==> src/hw/rtl/csb_pkg.sv <==
`timescale 1ns / 1ps
// Package for the coprocessor slice budget block.
// Holds the word structs, codes, state enum and constants; no dependencies.
package csb_pkg;

   localparam int unsigned ClockRate     = 5823405;
   localparam int unsigned PalDivisor    = 50 * 312;
   localparam int unsigned NtscDivisor   = 60 * 262;
   localparam int unsigned PalSlow       = ClockRate / PalDivisor;
   localparam int unsigned NtscSlow      = ClockRate / NtscDivisor;
   localparam int unsigned PalFast       = PalSlow * 5 / 2;
   localparam int unsigned NtscFast      = NtscSlow * 5 / 2;

   localparam int unsigned BANK_LINES_DEF = 240;

   localparam int unsigned MUL_W    = 20;
   localparam int unsigned BUDGET_W = 13;
   localparam int unsigned GRANT_W  = 21;
   localparam int unsigned PCT_W    = 10;
   localparam int unsigned BASE_W   = 10;

   // x / 100 == (x * RecipHundred) >> RecipShift for x below 2^26 / 36
   localparam int unsigned RecipShift   = 26;
   localparam int unsigned RecipHundred = ((1 << RecipShift) + 99) / 100;

   localparam logic [GRANT_W-1:0] GRANT_MAX = '1;

   localparam logic [PCT_W-1:0] PCT_LOW     = 10'd50;
   localparam logic [PCT_W-1:0] PCT_HIGH    = 10'd800;
   localparam logic [PCT_W-1:0] PCT_DEFAULT = 10'd100;

   localparam logic [6:0] ROM_BANK_LIMIT = 7'h70;
   localparam int unsigned GATE_ROM_BIT  = 4;
   localparam int unsigned GATE_RAM_BIT  = 3;
   localparam int unsigned STAT_GO_BIT   = 5;
   localparam int unsigned STAT_IRQ_BIT  = 15;
   localparam int unsigned CFG_MASK_BIT  = 7;

   localparam int unsigned CSR_INDEX_W = 1;
   localparam int unsigned CSR_DATA_W  = 10;
   localparam logic [CSR_INDEX_W-1:0] CSR_VIDEO_IS_PAL  = 1'd0;
   localparam logic [CSR_INDEX_W-1:0] CSR_CLOCK_PERCENT = 1'd1;

   typedef enum logic [1:0] {
      FUNC_SCANLINE = 2'd0,
      FUNC_GO       = 2'd1,
      FUNC_VBLANK   = 2'd2,
      FUNC_STATUS   = 2'd3
   } func_type;

   typedef enum logic [2:0] {
      CSB_IDLE,
      CSB_SCALE,
      CSB_RECIP,
      CSB_CAP,
      CSB_RESOLVE
   } state_type;

   typedef struct packed {
      logic [1:0]  func;
      logic [7:0]  screen_mode;
      logic [7:0]  program_bank;
      logic [15:0] status_word;
      logic [7:0]  config_word;
      logic        fast_clock;
   } req_word_type;

   typedef struct packed {
      logic               run_now;
      logic [GRANT_W-1:0] opcode_budget;
      logic               raise_irq;
   } rsp_word_type;

   function automatic logic [BASE_W-1:0] base_budget(input logic pal, input logic fast);
      logic [BASE_W-1:0] b;
      unique case ({pal, fast})
         2'b00:   b = BASE_W'(NtscSlow);
         2'b01:   b = BASE_W'(NtscFast);
         2'b10:   b = BASE_W'(PalSlow);
         default: b = BASE_W'(PalFast);
      endcase
      return b;
   endfunction

   function automatic logic gate_open(input logic [7:0] mode, input logic [7:0] bank);
      logic rom;
      rom = (bank[6:0] < ROM_BANK_LIMIT);
      return rom ? mode[GATE_ROM_BIT] : mode[GATE_RAM_BIT];
   endfunction

endpackage

==> src/hw/rtl/csb_if.sv <==
`timescale 1ns / 1ps
// Valid/ready channel interfaces for request and response words.
// Depends on csb_pkg for the payload structs.
interface csb_req_if;
   logic                  valid;
   logic                  ready;
   csb_pkg::req_word_type data;

   modport source (output valid, output data, input ready);
   modport sink   (input valid, input data, output ready);
endinterface

interface csb_rsp_if;
   logic                  valid;
   logic                  ready;
   csb_pkg::rsp_word_type data;

   modport source (output valid, output data, input ready);
   modport sink   (input valid, input data, output ready);
endinterface

==> src/hw/rtl/coprocessor_slice_budget.sv <==
`timescale 1ns / 1ps
// Coprocessor slice budget: grants an instruction budget per video event.
// Depends on csb_pkg and the channel interfaces in csb_if.sv.
//
//   channel    dir  handshake      word
//   req_chan   in   valid/ready    func, screen_mode, program_bank, status_word, ...
//   rsp_chan   out  valid/ready    run_now, opcode_budget, raise_irq
//   csr_*      in   write enable   video_is_pal (0), clock_percent (1)
//
// Each word is accepted, then steps through four sequencer states (scale by percent,
// divide by 100, line cap, resolve); all but resolve use the shared multiplier.
// Ready only while idle. The resolve step waits while the output register is full.
// Synchronous active-high reset sets config to NTSC and the default percent, and clears banked budget and control.
module coprocessor_slice_budget #(
   parameter int unsigned BANK_LINES = csb_pkg::BANK_LINES_DEF
) (
   input  logic                                clock,
   input  logic                                reset,
   input  logic                                csr_write,
   input  logic [csb_pkg::CSR_INDEX_W-1:0]     csr_index,
   input  logic [csb_pkg::CSR_DATA_W-1:0]      csr_wdata,
   csb_req_if.sink                             req_chan,
   csb_rsp_if.source                           rsp_chan
);

   localparam int unsigned MW = csb_pkg::MUL_W;
   localparam int unsigned BW = csb_pkg::BUDGET_W;
   localparam int unsigned GW = csb_pkg::GRANT_W;

   csb_pkg::state_type state_ff, state_in;

   logic                        pal_ff;
   logic [csb_pkg::PCT_W-1:0]   pct_ff;
   logic                        slice_run_ff, slice_run_in;
   logic [GW-1:0]               owed_ff, owed_in;
   logic                        rsp_valid_ff, rsp_valid_in;
   csb_pkg::rsp_word_type       rsp_word_ff, rsp_word_in;

   csb_pkg::func_type           func_ff, func_in;
   logic                        gate_ff, gate_in;
   logic                        go_ff, go_in;
   logic                        irqf_ff, irqf_in;
   logic                        mask_ff, mask_in;
   logic                        fast_ff, fast_in;
   logic [MW-1:0]               prod_ff, prod_in;
   logic [BW-1:0]               budget_ff, budget_in;
   logic [GW-1:0]               cap_ff, cap_in;

   logic [MW-1:0]               mul_a, mul_b;
   logic [2*MW-1:0]             mul_p;
   logic [csb_pkg::PCT_W-1:0]   pct_eff;
   logic [GW:0]                 owed_sum;

   assign mul_p = mul_a * mul_b;
   assign pct_eff = (pct_ff < csb_pkg::PCT_LOW || pct_ff > csb_pkg::PCT_HIGH)
                    ? csb_pkg::PCT_DEFAULT : pct_ff;
   assign owed_sum = {1'b0, owed_ff} + (GW+1)'(budget_ff);

   assign req_chan.ready = (state_ff == csb_pkg::CSB_IDLE);
   assign rsp_chan.valid = rsp_valid_ff;
   assign rsp_chan.data  = rsp_word_ff;

   always_ff @(posedge clock) begin
      if (reset) begin
         state_ff     <= csb_pkg::CSB_IDLE;
         pal_ff       <= 1'b0;
         pct_ff       <= csb_pkg::PCT_DEFAULT;
         slice_run_ff <= 1'b0;
         owed_ff      <= '0;
         rsp_valid_ff <= 1'b0;
      end else begin
         state_ff     <= state_in;
         slice_run_ff <= slice_run_in;
         owed_ff      <= owed_in;
         rsp_valid_ff <= rsp_valid_in;
         if (csr_write) begin
            unique case (csr_index)
               csb_pkg::CSR_VIDEO_IS_PAL:  pal_ff <= csr_wdata[0];
               csb_pkg::CSR_CLOCK_PERCENT: pct_ff <= csr_wdata;
               default: ;
            endcase
         end
      end
   end

   always_ff @(posedge clock) begin
      rsp_word_ff <= rsp_word_in;
      func_ff     <= func_in;
      gate_ff     <= gate_in;
      go_ff       <= go_in;
      irqf_ff     <= irqf_in;
      mask_ff     <= mask_in;
      fast_ff     <= fast_in;
      prod_ff     <= prod_in;
      budget_ff   <= budget_in;
      cap_ff      <= cap_in;
   end

   always_comb begin
      state_in     = state_ff;
      slice_run_in = slice_run_ff;
      owed_in      = owed_ff;
      rsp_valid_in = rsp_valid_ff;
      rsp_word_in  = rsp_word_ff;
      func_in      = func_ff;
      gate_in      = gate_ff;
      go_in        = go_ff;
      irqf_in      = irqf_ff;
      mask_in      = mask_ff;
      fast_in      = fast_ff;
      prod_in      = prod_ff;
      budget_in    = budget_ff;
      cap_in       = cap_ff;
      mul_a        = '0;
      mul_b        = '0;

      if (rsp_valid_ff && rsp_chan.ready) begin
         rsp_valid_in = 1'b0;
      end

      unique case (state_ff)
         csb_pkg::CSB_IDLE: begin
            if (req_chan.valid) begin
               func_in  = csb_pkg::func_type'(req_chan.data.func);
               gate_in  = csb_pkg::gate_open(req_chan.data.screen_mode,
                                             req_chan.data.program_bank);
               go_in    = req_chan.data.status_word[csb_pkg::STAT_GO_BIT];
               irqf_in  = req_chan.data.status_word[csb_pkg::STAT_IRQ_BIT];
               mask_in  = req_chan.data.config_word[csb_pkg::CFG_MASK_BIT];
               fast_in  = req_chan.data.fast_clock;
               state_in = csb_pkg::CSB_SCALE;
            end
         end
         csb_pkg::CSB_SCALE: begin
            mul_a    = MW'(csb_pkg::base_budget(pal_ff, fast_ff));
            mul_b    = MW'(pct_eff);
            prod_in  = mul_p[MW-1:0];
            state_in = csb_pkg::CSB_RECIP;
         end
         csb_pkg::CSB_RECIP: begin
            mul_a     = prod_ff;
            mul_b     = MW'(csb_pkg::RecipHundred);
            budget_in = mul_p[csb_pkg::RecipShift +: BW];
            state_in  = csb_pkg::CSB_CAP;
         end
         csb_pkg::CSB_CAP: begin
            mul_a    = MW'(budget_ff);
            mul_b    = MW'(BANK_LINES);
            cap_in   = (mul_p > (2*MW)'(csb_pkg::GRANT_MAX)) ? csb_pkg::GRANT_MAX
                                                             : mul_p[GW-1:0];
            state_in = csb_pkg::CSB_RESOLVE;
         end
         csb_pkg::CSB_RESOLVE: begin
            if (!rsp_valid_ff || rsp_chan.ready) begin
               rsp_word_in = '0;
               unique case (func_ff)
                  csb_pkg::FUNC_SCANLINE: begin
                     if (slice_run_ff) begin
                        slice_run_in = 1'b0;
                     end else if (gate_ff) begin
                        rsp_word_in.run_now       = 1'b1;
                        rsp_word_in.opcode_budget = owed_sum[GW] ? csb_pkg::GRANT_MAX
                                                                 : owed_sum[GW-1:0];
                        owed_in = '0;
                     end else begin
                        owed_in = (owed_sum > {1'b0, cap_ff}) ? cap_ff : owed_sum[GW-1:0];
                     end
                  end
                  csb_pkg::FUNC_GO: begin
                     if (gate_ff) begin
                        rsp_word_in.run_now       = 1'b1;
                        rsp_word_in.opcode_budget = GW'(budget_ff);
                        slice_run_in              = 1'b1;
                     end
                  end
                  csb_pkg::FUNC_VBLANK: begin
                     if (go_ff && gate_ff) begin
                        rsp_word_in.run_now       = 1'b1;
                        rsp_word_in.opcode_budget = cap_ff;
                     end
                  end
                  default: begin
                     rsp_word_in.raise_irq = irqf_ff && !go_ff && !mask_ff;
                  end
               endcase
               rsp_valid_in = 1'b1;
               state_in     = csb_pkg::CSB_IDLE;
            end
         end
         default: begin
            state_in = csb_pkg::CSB_IDLE;
         end
      endcase
   end

   a_rsp_from_resolve: assert property (@(posedge clock) disable iff (reset)
      $rose(rsp_valid_ff) |-> $past(state_ff == csb_pkg::CSB_RESOLVE))
      else $error("response word raised outside resolve step");

   a_accept_starts: assert property (@(posedge clock) disable iff (reset)
      (req_chan.valid && req_chan.ready) |=> (state_ff == csb_pkg::CSB_SCALE))
      else $error("accepted word did not start the sequencer");

   a_slice_flag_go: assert property (@(posedge clock) disable iff (reset)
      $rose(slice_run_ff) |-> $past(func_ff == csb_pkg::FUNC_GO && gate_ff))
      else $error("slice flag set by an event other than an open-gate go start");

   a_idle_run_budget: assert property (@(posedge clock) disable iff (reset)
      (rsp_valid_ff && !rsp_word_ff.run_now) |-> (rsp_word_ff.opcode_budget == '0))
      else $error("nonzero budget on a word that runs nothing");

endmodule

==> src/flat_wrapper.sv <==
// flat-port wrapper written by rule: the top's interface ports become plain ports
module coprocessor_slice_budget_flat 
#(
   parameter int unsigned BANK_LINES = csb_pkg::BANK_LINES_DEF
)
  (clock, reset, csr_write, csr_index, csr_wdata, req_chan_valid, req_chan_data, req_chan_ready, rsp_chan_valid, rsp_chan_data, rsp_chan_ready);
  csb_req_if req_chan_i ();
  csb_rsp_if rsp_chan_i ();
  input  logic clock;
  input  logic reset;
  input  logic csr_write;
  input  logic [csb_pkg::CSR_INDEX_W-1:0] csr_index;
  input  logic [csb_pkg::CSR_DATA_W-1:0] csr_wdata;
  input wire logic [$bits(req_chan_i.valid)-1:0] req_chan_valid;
  input wire logic [$bits(req_chan_i.data)-1:0] req_chan_data;
  output wire logic [$bits(req_chan_i.ready)-1:0] req_chan_ready;
  output wire logic [$bits(rsp_chan_i.valid)-1:0] rsp_chan_valid;
  output wire logic [$bits(rsp_chan_i.data)-1:0] rsp_chan_data;
  input wire logic [$bits(rsp_chan_i.ready)-1:0] rsp_chan_ready;
  assign req_chan_i.valid = req_chan_valid;
  assign req_chan_i.data = req_chan_data;
  assign req_chan_ready = req_chan_i.ready;
  assign rsp_chan_valid = rsp_chan_i.valid;
  assign rsp_chan_data = rsp_chan_i.data;
  assign rsp_chan_i.ready = rsp_chan_ready;
  coprocessor_slice_budget #(.BANK_LINES(BANK_LINES)) u_core (.clock(clock), .reset(reset), .csr_write(csr_write), .csr_index(csr_index), .csr_wdata(csr_wdata), .req_chan(req_chan_i), .rsp_chan(rsp_chan_i));
endmodule
==> config.mk <==
export PLATFORM = sky130hd
export DESIGN_NAME = coprocessor_slice_budget_flat
export DESIGN_NICKNAME = d
export VERILOG_FILES = /design/src/hw/rtl/csb_pkg.sv /design/src/hw/rtl/csb_if.sv /design/src/hw/rtl/coprocessor_slice_budget.sv /design/src/flat_wrapper.sv
export SDC_FILE = /design/constraint.sdc
export NUM_CORES = 1
export LEC_CHECK = 0
export BUFFER_PORTS_ARGS = -buffer_cell sky130_fd_sc_hd__clkbuf_2
export CAP_MARGIN = 20
export CORE_MARGIN = 3
export CORE_UTILIZATION = 35
export CTS_BUF_LIST = sky130_fd_sc_hd__clkbuf_8
export DETAILED_ROUTE_END_ITERATION = 12
export GPL_TIMING_DRIVEN = 0
export PLACE_DENSITY = 0.48
export SKIP_LAST_GASP = 1
export SYNTH_ARGS = -nofsm -noshare
export SYNTH_HDL_FRONTEND = slang
export SYNTH_SLANG_ARGS = --single-unit
==> constraint.sdc <==
create_clock -name clock -period 13.7 [get_ports clock]
set_input_delay 2.74 -clock clock [delete_from_list [all_inputs] [get_ports clock]]
set_output_delay 2.74 -clock clock [all_outputs]
set_load 0.005 [all_outputs]
# == Word level (Yosys, flattened, before mapping) ==
# Cells that the tools add are included.
# word_totals
regBits,121
in_bits,59
output_inout_bits,25
wordCells,80
# classes
n_addsub,1
n_mul,1
magnitude_cmp,5
n_eq_ne,11
n_mux,21
bitwise_logic,2
n_reduce_logical,21
# op_table
cell,count
$pmux 20 s3,2
$mux 22,4
$pmux 22 s3,1
$mux 21,3
$gt 40x21->1 const B,1
$mul 20x20->40,1
$pmux 10 s3,1
$add 21x13->22,1
$gt 22x21->1,1
$pmux 3 s5,1
$gt 10x10->1 const B,1
$lt 10x6->1 const B,1
$mux 10,1
$reduce_and 2->1,5
$reduce_and 4->1,2
$lt 7x7->1 const B,1
$eq 3x2->1 const B,2
$mux 3,2
$mux 1,5
$eq 2x1->1 const B,2
$eq 2x2->1 const B,2
$logic_and 1x1->1,4
$logic_not 2->1,2
$ne 2x1->1 const B,2
10 further kinds,14

# == Longest topological paths before layout ==
# Gate-level depths: netlist of run 1.
# logic_depth
word_depth,6
ltp_mapped,35
depth_no_buf,31

# == Least setup slack after synthesis of run 1 ==
# OpenSTA, ideal clock, no wires.
# synth_timing
kind,flip-flop to flip-flop
from,register u_core.pct_ff[1] (netlist name)
to,"register u_core.cap_ff[0], data pin"
setup_ns,0.255
t_arrival_ns,8.511
required_time_ns,13.445
slack_ns,4.934
path_stages_with_launch,36
path_buffers,4
period_less_slack_ns,8.766
cell_sequence,dfxtp_1 > or3_1 > o31a_1 > o311ai_0 > o31ai_1 > nor2_1 > buf_2 > a21o_1 > nand2_1 > fa_1 > inv_1 > fa_1 > inv_1 > fa_1 > inv_1 > fa_1 > inv_1 > fa_1 > inv_1 > fa_1 > inv_1 > fa_1 > inv_1 > ha_1 > buf_6 > a21oi_1 > o221ai_1 > a31oi_2 > o21ai_2 > a41o_1 > or2_0 > a2111o_1 > buf_6 > buf_12 > nor3_2 > nand2_1
# synth_via
elab_chain_len,6
word_cells_on_any_way,7
cone_classes,1 x mul; 3 x order compare; 2 x mux; 1 x reduce/logical
# synth_rtl
element,line,text
"start, declared",coprocessor_slice_budget.sv:33,logic [csb_pkg::PCT_W-1:0] pct_ff;
"start signal, assigned",coprocessor_slice_budget.sv:67,pct_ff <= csb_pkg::PCT_DEFAULT;
"start signal, assigned",coprocessor_slice_budget.sv:79,csb_pkg::CSR_CLOCK_PERCENT: pct_ff <= csr_wdata;
$lt 10x6->1 or $gt 10x10->1 (tied branches),coprocessor_slice_budget.sv:55,assign pct_eff = (pct_ff < csb_pkg::PCT_LOW || pct_ff > csb_pkg::PCT_HIGH)
$logic_or 1x1->1,coprocessor_slice_budget.sv:55,
$mux 10 *,coprocessor_slice_budget.sv:56,? csb_pkg::PCT_DEFAULT : pct_ff;
$pmux 20 s3 *,coprocessor_slice_budget.sv:121,unique case (state_ff)
$mul 20x20->40 *,coprocessor_slice_budget.sv:54,assign mul_p = mul_a * mul_b;
$gt 40x21->1,coprocessor_slice_budget.sv:149,cap_in = (mul_p > (2*MW)'(csb_pkg::GRANT_MAX)) ? csb_pkg::GRANT_MAX
"end signal, assigned",coprocessor_slice_budget.sv:96,cap_ff <= cap_in;
"end, declared",coprocessor_slice_budget.sv:47,"logic [GW-1:0] cap_ff, cap_in;"
# Every way passes the cells marked *; elsewhere a longest branch is shown, timed or not.
# A chain may end at the register's enable or synchronous reset.

# == Worst setup path in the final report of run 1 ==
# layout_timing
from,register u_core.pct_ff[1] (netlist name)
to,"register u_core.cap_ff[16], data pin"
# The elaborated chain is that of the path after synthesis.

==> key figures, run 1 <==
Run status
  – Status: completed

Die
  – Width of the die: 231 um
  – Die span in y: between 200 and 250 um
  – Total I/O pin count: 84
  – Initial Utilization: between 30% and 40%
  – Core area: 49600 um^2
  – Total number of placement rows: 81
  – Die footprint: 53500 um^2

Cells and area
  – Final Cell Area: 19500 um^2
  – Number of inserted filler cells in the final layout: between 5000 and 6000
  – Layout cell share with drive strength beyond 1: 7.85%
  – Final Core Density: 39.3%
  – Area added between synthesis and finish: 9.75%
  – Antenna cell count: 0
  – Fin nets: approximately 2600

Global route
  – Via count of the first global-routing pass: 13800
  – Residual overflow from global routing: 0
  – Number of antenna violations at the first check in global routing: 0
  – Largest net degree at the start of global routing: 31
  – Global-route wire length before repair: 77000 um
  – Global router's overall resource usage: 18.4%

Drt
  – Drt pass-1 iters: 5
  – Number of violations reported at the end of detailed-routing iteration 0: 784
  – Post-route antenna net violation count: 0
  – Vias: 13400
  – Vias per cell: 4.96
  – Number of remaining DRC errors: 0
  – Total detailed-routing wirelength: 47700 um
  – Detail-routed net length per standard cell: roughly 18 um

Yosys
  – Post-synthesis cell area: 17800 um^2
  – Fraction of registers with async set or reset after synthesis: 0%
  – Fraction of the yosys area taken by sequential cells: about 18%
  – Post-synthesis sequential element count: 121
  – Cell type contributing the most total cell area after synthesis: fa_1
  – Distinct cell type count after synthesis: 90
  – Top cells by count, synth: inv_1, fa_1, ha_1, nand2_1, nor2_1
  – Post-synthesis area per instance: roughly 9.4 um^2
  – Number of cells produced by synthesis: 1891
  – Top cell type's share of synthesized area: 27.4%
  – Leading cell type by number of instances after synthesis: inv_1
  – Ranking of synthesized cells by area: fa_1, ha_1, edfxtp_1
  – Count of yosys warnings during synthesis: 0
  – Number of flops mapped to enable cells by yosys: between 80 and 90
  – Main flop type after synthesis: edfxtp_1

Timing
  – Total Negative Setup Slacks: 0 ns
  – Post-layout minimum cycle time: 10.11 ns
  – Final hold vios: 0
  – Worst Max-Slew Pin Slew: 1.06 ns
  – Tcrit/Tclk final: 73.8%
  – Max Fclk: ~0.099 GHz
  – Worst max-slew margin expressed relative to the limit: 29.1%
  – Final worst clock skew: 0.0146 ns
  – Unrepaired setup endpoints after global routing: no
  – Hold Worst Slack: 0.463 ns
  – Number of max-slew violations in the final report: 0
  – Final-report setup violation count: 0

Place
  – Post-placement cell area: 19100 um^2
  – Final HPWL from detailed placement: 40700 um
  – Number of input and output port buffers inserted: 50
  – Last weighted congestion value of the routability-driven placer: just under 0.9

Hold path
  – Worst min path class: flip-flop to flip-flop

Setup path
  – Critical Path Start Type: flip-flop
  – CP bufs+invs: 11
  – Critical path data required time: 13.89 ns
  – Max stage delay cell, worst path: fa_1
  – Data arrival time of the worst path: 10.30 ns
  – Worst path top cell family by delay: adder cells
  – Kind of critical path: flip-flop to flip-flop
  – Largest stage delay, worst path: 0.55 ns
  – Critical path capture point type: flip-flop
  – Highest fanout seen on the critical path: 10

Clocking
  – Resize count post-CTS: 0
  – TritonCTS buffer count: 17
  – Largest buffer count on any clock path: 2
  – Number of clock sinks: 121
  – H-tree Lvls: 4
  – CTS clock-pin slew for the worst setup and hold paths: approximately 0.070 ns
  – Clock tree from TritonCTS: done
  – Cts hold-fix bufs: 0
  – Insertion delay of the later-clocked pin in the worst-skew pair: 0.46 ns
  – # Post-CTS Setup Buffers: 0
  – Clock root buffer: clkbuf_8

Run
  – Number of max-cap violations: 0
-- cell families (layout without fill, tap and decap cells) --
| group | Yosys count | count (layout) | synth area share, % |
|---|---|---|---|
| other | 2 | 47 | 0.0423 |
| DFF | 121 | 121 | 18.4 |
| muxes | 14 | 14 | 0.796 |
| and+or+nand+nor | 494 | 494 | 13.2 |
| xor gates and xnor gates | 49 | 49 | 2.42 |
| AOI/OAI and AO/OA | 302 | 302 | 11.2 |
| adders and majority gates | 483 | 483 | 44.3 |
| buffers and inverters | 426 | 516 | 9.73 |
-- registers in the layout, indices dropped and copies added, names as in the netlist --
register	cells
u_core.cap_ff	21
u_core.irqf_ff	1
u_core.state_ff	3
u_core.pal_ff	1
u_core.budget_ff	13
u_core.rsp_chan.data	23
u_core.owed_ff	21
u_core.slice_run_ff	1
u_core.go_ff	1
u_core.fast_ff	1
u_core.func_ff	2
u_core.gate_ff	1
u_core.mask_ff	1
u_core.prod_ff	20
u_core.pct_ff	10
u_core.rsp_chan.valid	1
-- worst reg2reg max path, delay by kind of cell, from the launching register on --
| family | cells | cell delay [ns] |
|---|---|---|
| flip-flops | 1 | 0.40 |
| buffers and inverters | 11 | 1.20 |
| adder cells (fa/ha/maj) | 8 | 3.90 |
| AND/OR/NAND/NOR | 6 | 1.59 |
| AO/OA/AOI/OAI | 10 | 2.76 |
-- area by class of cell --
cell class                      instances  area (um^2)  area share, %
Clock buffer                           17          234           1.20
Tap cell                              664          831           4.26
Inverter                              372         1400           7.16
Buffer                                 54          334           1.71
Sequential cell                       121         3260           16.7
Clock inverter                         15          175          0.899
Multi-Input combinational cell       1389        12900           66.4
Timing Repair Buffer                   58          314           1.61
-- worst paths after layout --
path | depth (start not counted) | startpoint | end | slack [ns]
max reg2reg | 35 | u_core.pct_ff[1] | u_core.cap_ff[16] | 3.59
min reg2reg | 2 | u_core.owed_ff[6] | u_core.owed_ff[6] | 0.46
min | 2 | u_core.owed_ff[6] | u_core.owed_ff[6] | 0.46
max | 35 | u_core.pct_ff[1] | u_core.cap_ff[16] | 3.59
-- metal layers --
| metal | vias up | global-route usage, % | share of wire (%) |
|---|---|---|---|
| met5 | - | 0 | 0 |
| met1 | 6680 | 25.9 | 48 |
| li1 | 6406 | - | - |
| met3 | 33 | 1.71 | 3.2 |
| met4 | 0 | 3.74 | 1.4 |
| met2 | 231 | 31.0 | 48 |
-- stage by stage --
stage / std cells / setup slack [ns]
global route: 2690 / 3.08
floorplan: 1936 / 4.93
global placement: 2650 / 2.69
detailed placement: 2657 / 3.10
CTS: 2689 / 3.02
finish: 2690 / 3.59
-- placed cells by master, fill, tap and decap left out, types with 10 or more instances in the layout --
cell	n
clkbuf_8	20
xnor2_1	31
fa_1	243
and2_1	18
mux2i_1	13
a22oi_1	15
nor2_1	134
buf_2	13
nand4_1	14
xor2_1	18
nand2_1	179
nand3_1	22
inv_1	371
a21oi_1	84
dfxtp_1	37
a21o_1	28
nor3_1	36
clkbuf_1	29
o21ai_0	81
nand2b_1	14
ha_1	240
nor3_2	10
conb_1	47
edfxtp_1	84
clkbuf_2	52
or2_2	11
Power of run 1 is not shown: default switching activity piles up to over one toggle a cycle in this logic, so the estimate is an artifact.
==> run 2: changes to the inputs <==
==> constraint.sdc (replaced) <==
create_clock -name clock -period 10.17 [get_ports clock]
set_input_delay 2.034 -clock clock [delete_from_list [all_inputs] [get_ports clock]]
set_output_delay 2.034 -clock clock [all_outputs]
set_load 0.005 [all_outputs]
==> run 2 against run 1 <==
Hold slack hardly changed. Final area increased by 0.23%. Via count is 0.23% higher. Worst setup slack got worse by 3.2 ns. First-iteration DRC count fell by 5.7%. Largest cell class unchanged.
==> key figures, run 2 (synthesis gave the netlist of run 1 again) <==
Run status
  – Status: completed

Setup path
  – Highest fanout seen on the critical path: 10 (unchanged)
  – Setup slack of the most critical reg-to-reg path: 0.39 ns (-3.19 ns)
  – Count of cells along the worst register-to-register path: 35 (unchanged)
  – Data arrival time of the worst path: 9.96 ns (-0.34 ns)
  – Largest stage delay, worst path: 0.55 ns (about the same)
  – Critical Path Start Type: flip-flop
  – Max stage delay cell, worst path: fa_1
  – Kind of critical path: flip-flop to flip-flop
  – Critical path data required time: 10.36 ns (-3.53 ns)
  – Critical path capture point type: flip-flop
  – Startpoint of the lowest-slack register-to-register path: u_core.pct_ff[1]
  – Endpoint of the lowest-slack register-to-register path: u_core.cap_ff[16]

Timing
  – Hold Worst Slack: 0.463 ns (-0.0000440 ns)
  – Number of max-slew violations in the final report: 0 (unchanged)
  – Unrepaired setup endpoints after global routing: no
  – Final-report setup violation count: 0 (unchanged)
  – Final hold vios: 0 (unchanged)
  – Worst Max-Slew Pin Slew: 1.06 ns (-0.00305 ns)
  – Max Fclk: 0.102 GHz (+3.4%)
  – Post-layout minimum cycle time: 9.78 ns (-0.337 ns)
  – Final worst clock skew: 0.0145 ns (-0.0000509 ns)
  – Worst max-slew margin expressed relative to the limit: 29.3% (+0.20 points)
  – Tcrit/Tclk final: 96.1% (+22 points)

Cells and area
  – Layout Cells excl Fill: 2691 (+0.037%)
  – Max FFs per register: 23 (unchanged)
  – Layout cell share with drive strength beyond 1: 8.19% (+0.34 points)
  – Most common cell after layout, fill and taps aside: inv_1
  – Antenna cell count: 0 (unchanged)
  – Final Core Density: 39.4% (+0.091 points)
  – Most frequent cells in the layout: inv_1, fa_1, ha_1, nand2_1, nor2_1
  – Area added between synthesis and finish: 10.0%
  – Number of inserted filler cells in the final layout: 5013 (+0.020%)
  – Fin nets: 2556 (+0.039%)

Hold path
  – Cell depth of the worst hold path: 2 (unchanged)
  – Hold wc startpoint: u_core.owed_ff[6]
  – End point of the most critical hold path: u_core.owed_ff[6]
  – Worst min path class: flip-flop to flip-flop

Clocking
  – Number of clock sinks: 121 (unchanged)
  – TritonCTS buffer count: 17 (unchanged)
  – CTS clock-pin slew for the worst setup and hold paths: 0.07 ns (about the same)
  – Insertion delay of the later-clocked pin in the worst-skew pair: 0.46 ns (about the same)
  – Clock tree from TritonCTS: done
  – Cts hold-fix bufs: 0 (unchanged)
  – H-tree Lvls: 4 (unchanged)
  – Clock root buffer: clkbuf_8
  – Largest buffer count on any clock path: 2 (unchanged)

Place
  – Final HPWL from detailed placement: 40700 um (unchanged)
  – Cells after DPL: 2657 (unchanged)
  – Last weighted congestion value of the routability-driven placer: 0.868 (unchanged)
  – Number of input and output port buffers inserted: 50 (unchanged)

Global route
  – Via count of the first global-routing pass: 13800 (+0.0072%)
  – Global router's overall resource usage: 18.4% (unchanged)
  – Largest net degree at the start of global routing: 31 (unchanged)
  – Global-route wire length before repair: 77000 um (unchanged)
  – Residual overflow from global routing: 0 (unchanged)
  – Number of antenna violations at the first check in global routing: 0 (unchanged)

Run
  – Number of max-cap violations: 0 (unchanged)

Die
  – Die footprint: 53500 um^2 (unchanged)
  – Width of the die: 231 um (unchanged)
  – Core area: 49600 um^2 (unchanged)
  – Total number of placement rows: 81 (unchanged)
  – Initial Utilization: 35.8% (unchanged)
  – Die span in y: 231 um (unchanged)
  – Total I/O pin count: 84 (unchanged)

Drt
  – Vias per cell: 4.97 (+0.19%)
  – Detail-routed net length per standard cell: 17.7 um (-0.26%)
  – Drt pass-1 iters: 5 (unchanged)
  – Post-route antenna net violation count: 0 (unchanged)
  – Total detailed-routing wirelength: 47600 um (-0.22%)
  – Vias: 13400 (+0.23%)
  – Number of violations reported at the end of detailed-routing iteration 0: 739 (-5.7%)
  – Number of remaining DRC errors: 0 (unchanged)
==> run 2: layer usage <==
metal / routed length (um) / up-vias / track usage [%] / share of wire [%]
met1: 22400 / 6693 / 25.9 / 47
met2: 22800 / 245 / 31.0 / 48
met4: 633 / 0 / 3.74 / 1.3
met5: 0 / - / 0 / 0
met3: 1740 / 32 / 1.71 / 3.7
li1: - / 6411 / - / -
==> run 2: area by class of cell <==
| type | count | area [um^2] | share of cell area, % |
|---|---|---|---|
| multi-input cells | 1389 | 13000 | 66.4 |
| flip-flops and latches | 121 | 3260 | 16.7 |
| inverters | 372 | 1400 | 7.17 |
| well taps | 664 | 831 | 4.25 |
| plain buffers | 54 | 338 | 1.73 |
| repair buffers | 59 | 324 | 1.66 |
| clock buffers | 17 | 234 | 1.20 |
| clock inverters | 15 | 175 | 0.896 |
==> run 2: worst max-delay path, delay by kind of cell, from the launching register on <==
kind | cells | cell delay [ns]
AO/OA/AOI/OAI | 10 | 2.68
AND/OR/NAND/NOR | 6 | 1.39
buffers and inverters | 11 | 1.11
flip-flops | 1 | 0.39
adder cells (fa/ha/maj) | 8 | 3.90
==> run 2: worst max path at each step <==
stage                     slack [ns]  cells past startpoint               start                 to
after CTS                       0.09                     35    u_core.pct_ff[1]  u_core.cap_ff[16]
after global routing            0.01                     35    u_core.pct_ff[1]  u_core.cap_ff[16]
final                           0.39                     35    u_core.pct_ff[1]  u_core.cap_ff[16]
after global placement         -0.84                     26  u_core.state_ff[1]  u_core.cap_ff[20]
after detailed placement       -0.43                     33  u_core.state_ff[1]  u_core.cap_ff[16]
after floorplan                 1.40                     35    u_core.pct_ff[1]   u_core.cap_ff[0]
==> run 2: what timing repair did <==
action / CTS / global route
pin swaps: 0 / 1
buffers inserted: 0 / 2
endpoints found under the setup margin: 21 / 19
gates resized for setup: 2 / 9
==> run 2: metrics by stage <==
step | instance area [um^2] | TNS (ns) | setup slack [ns]
after floorplan | 17900 | 0 | 1.40
after global placement | 19000 | -9.21 | -0.841
after detailed placement | 19100 | -5.80 | -0.434
after CTS | 19500 | 0 | 0.0943
after global routing | 19500 | 0 | 0.0125
final | 19500 | 0 | 0.394
Power of run 2 is left out for the same reason.
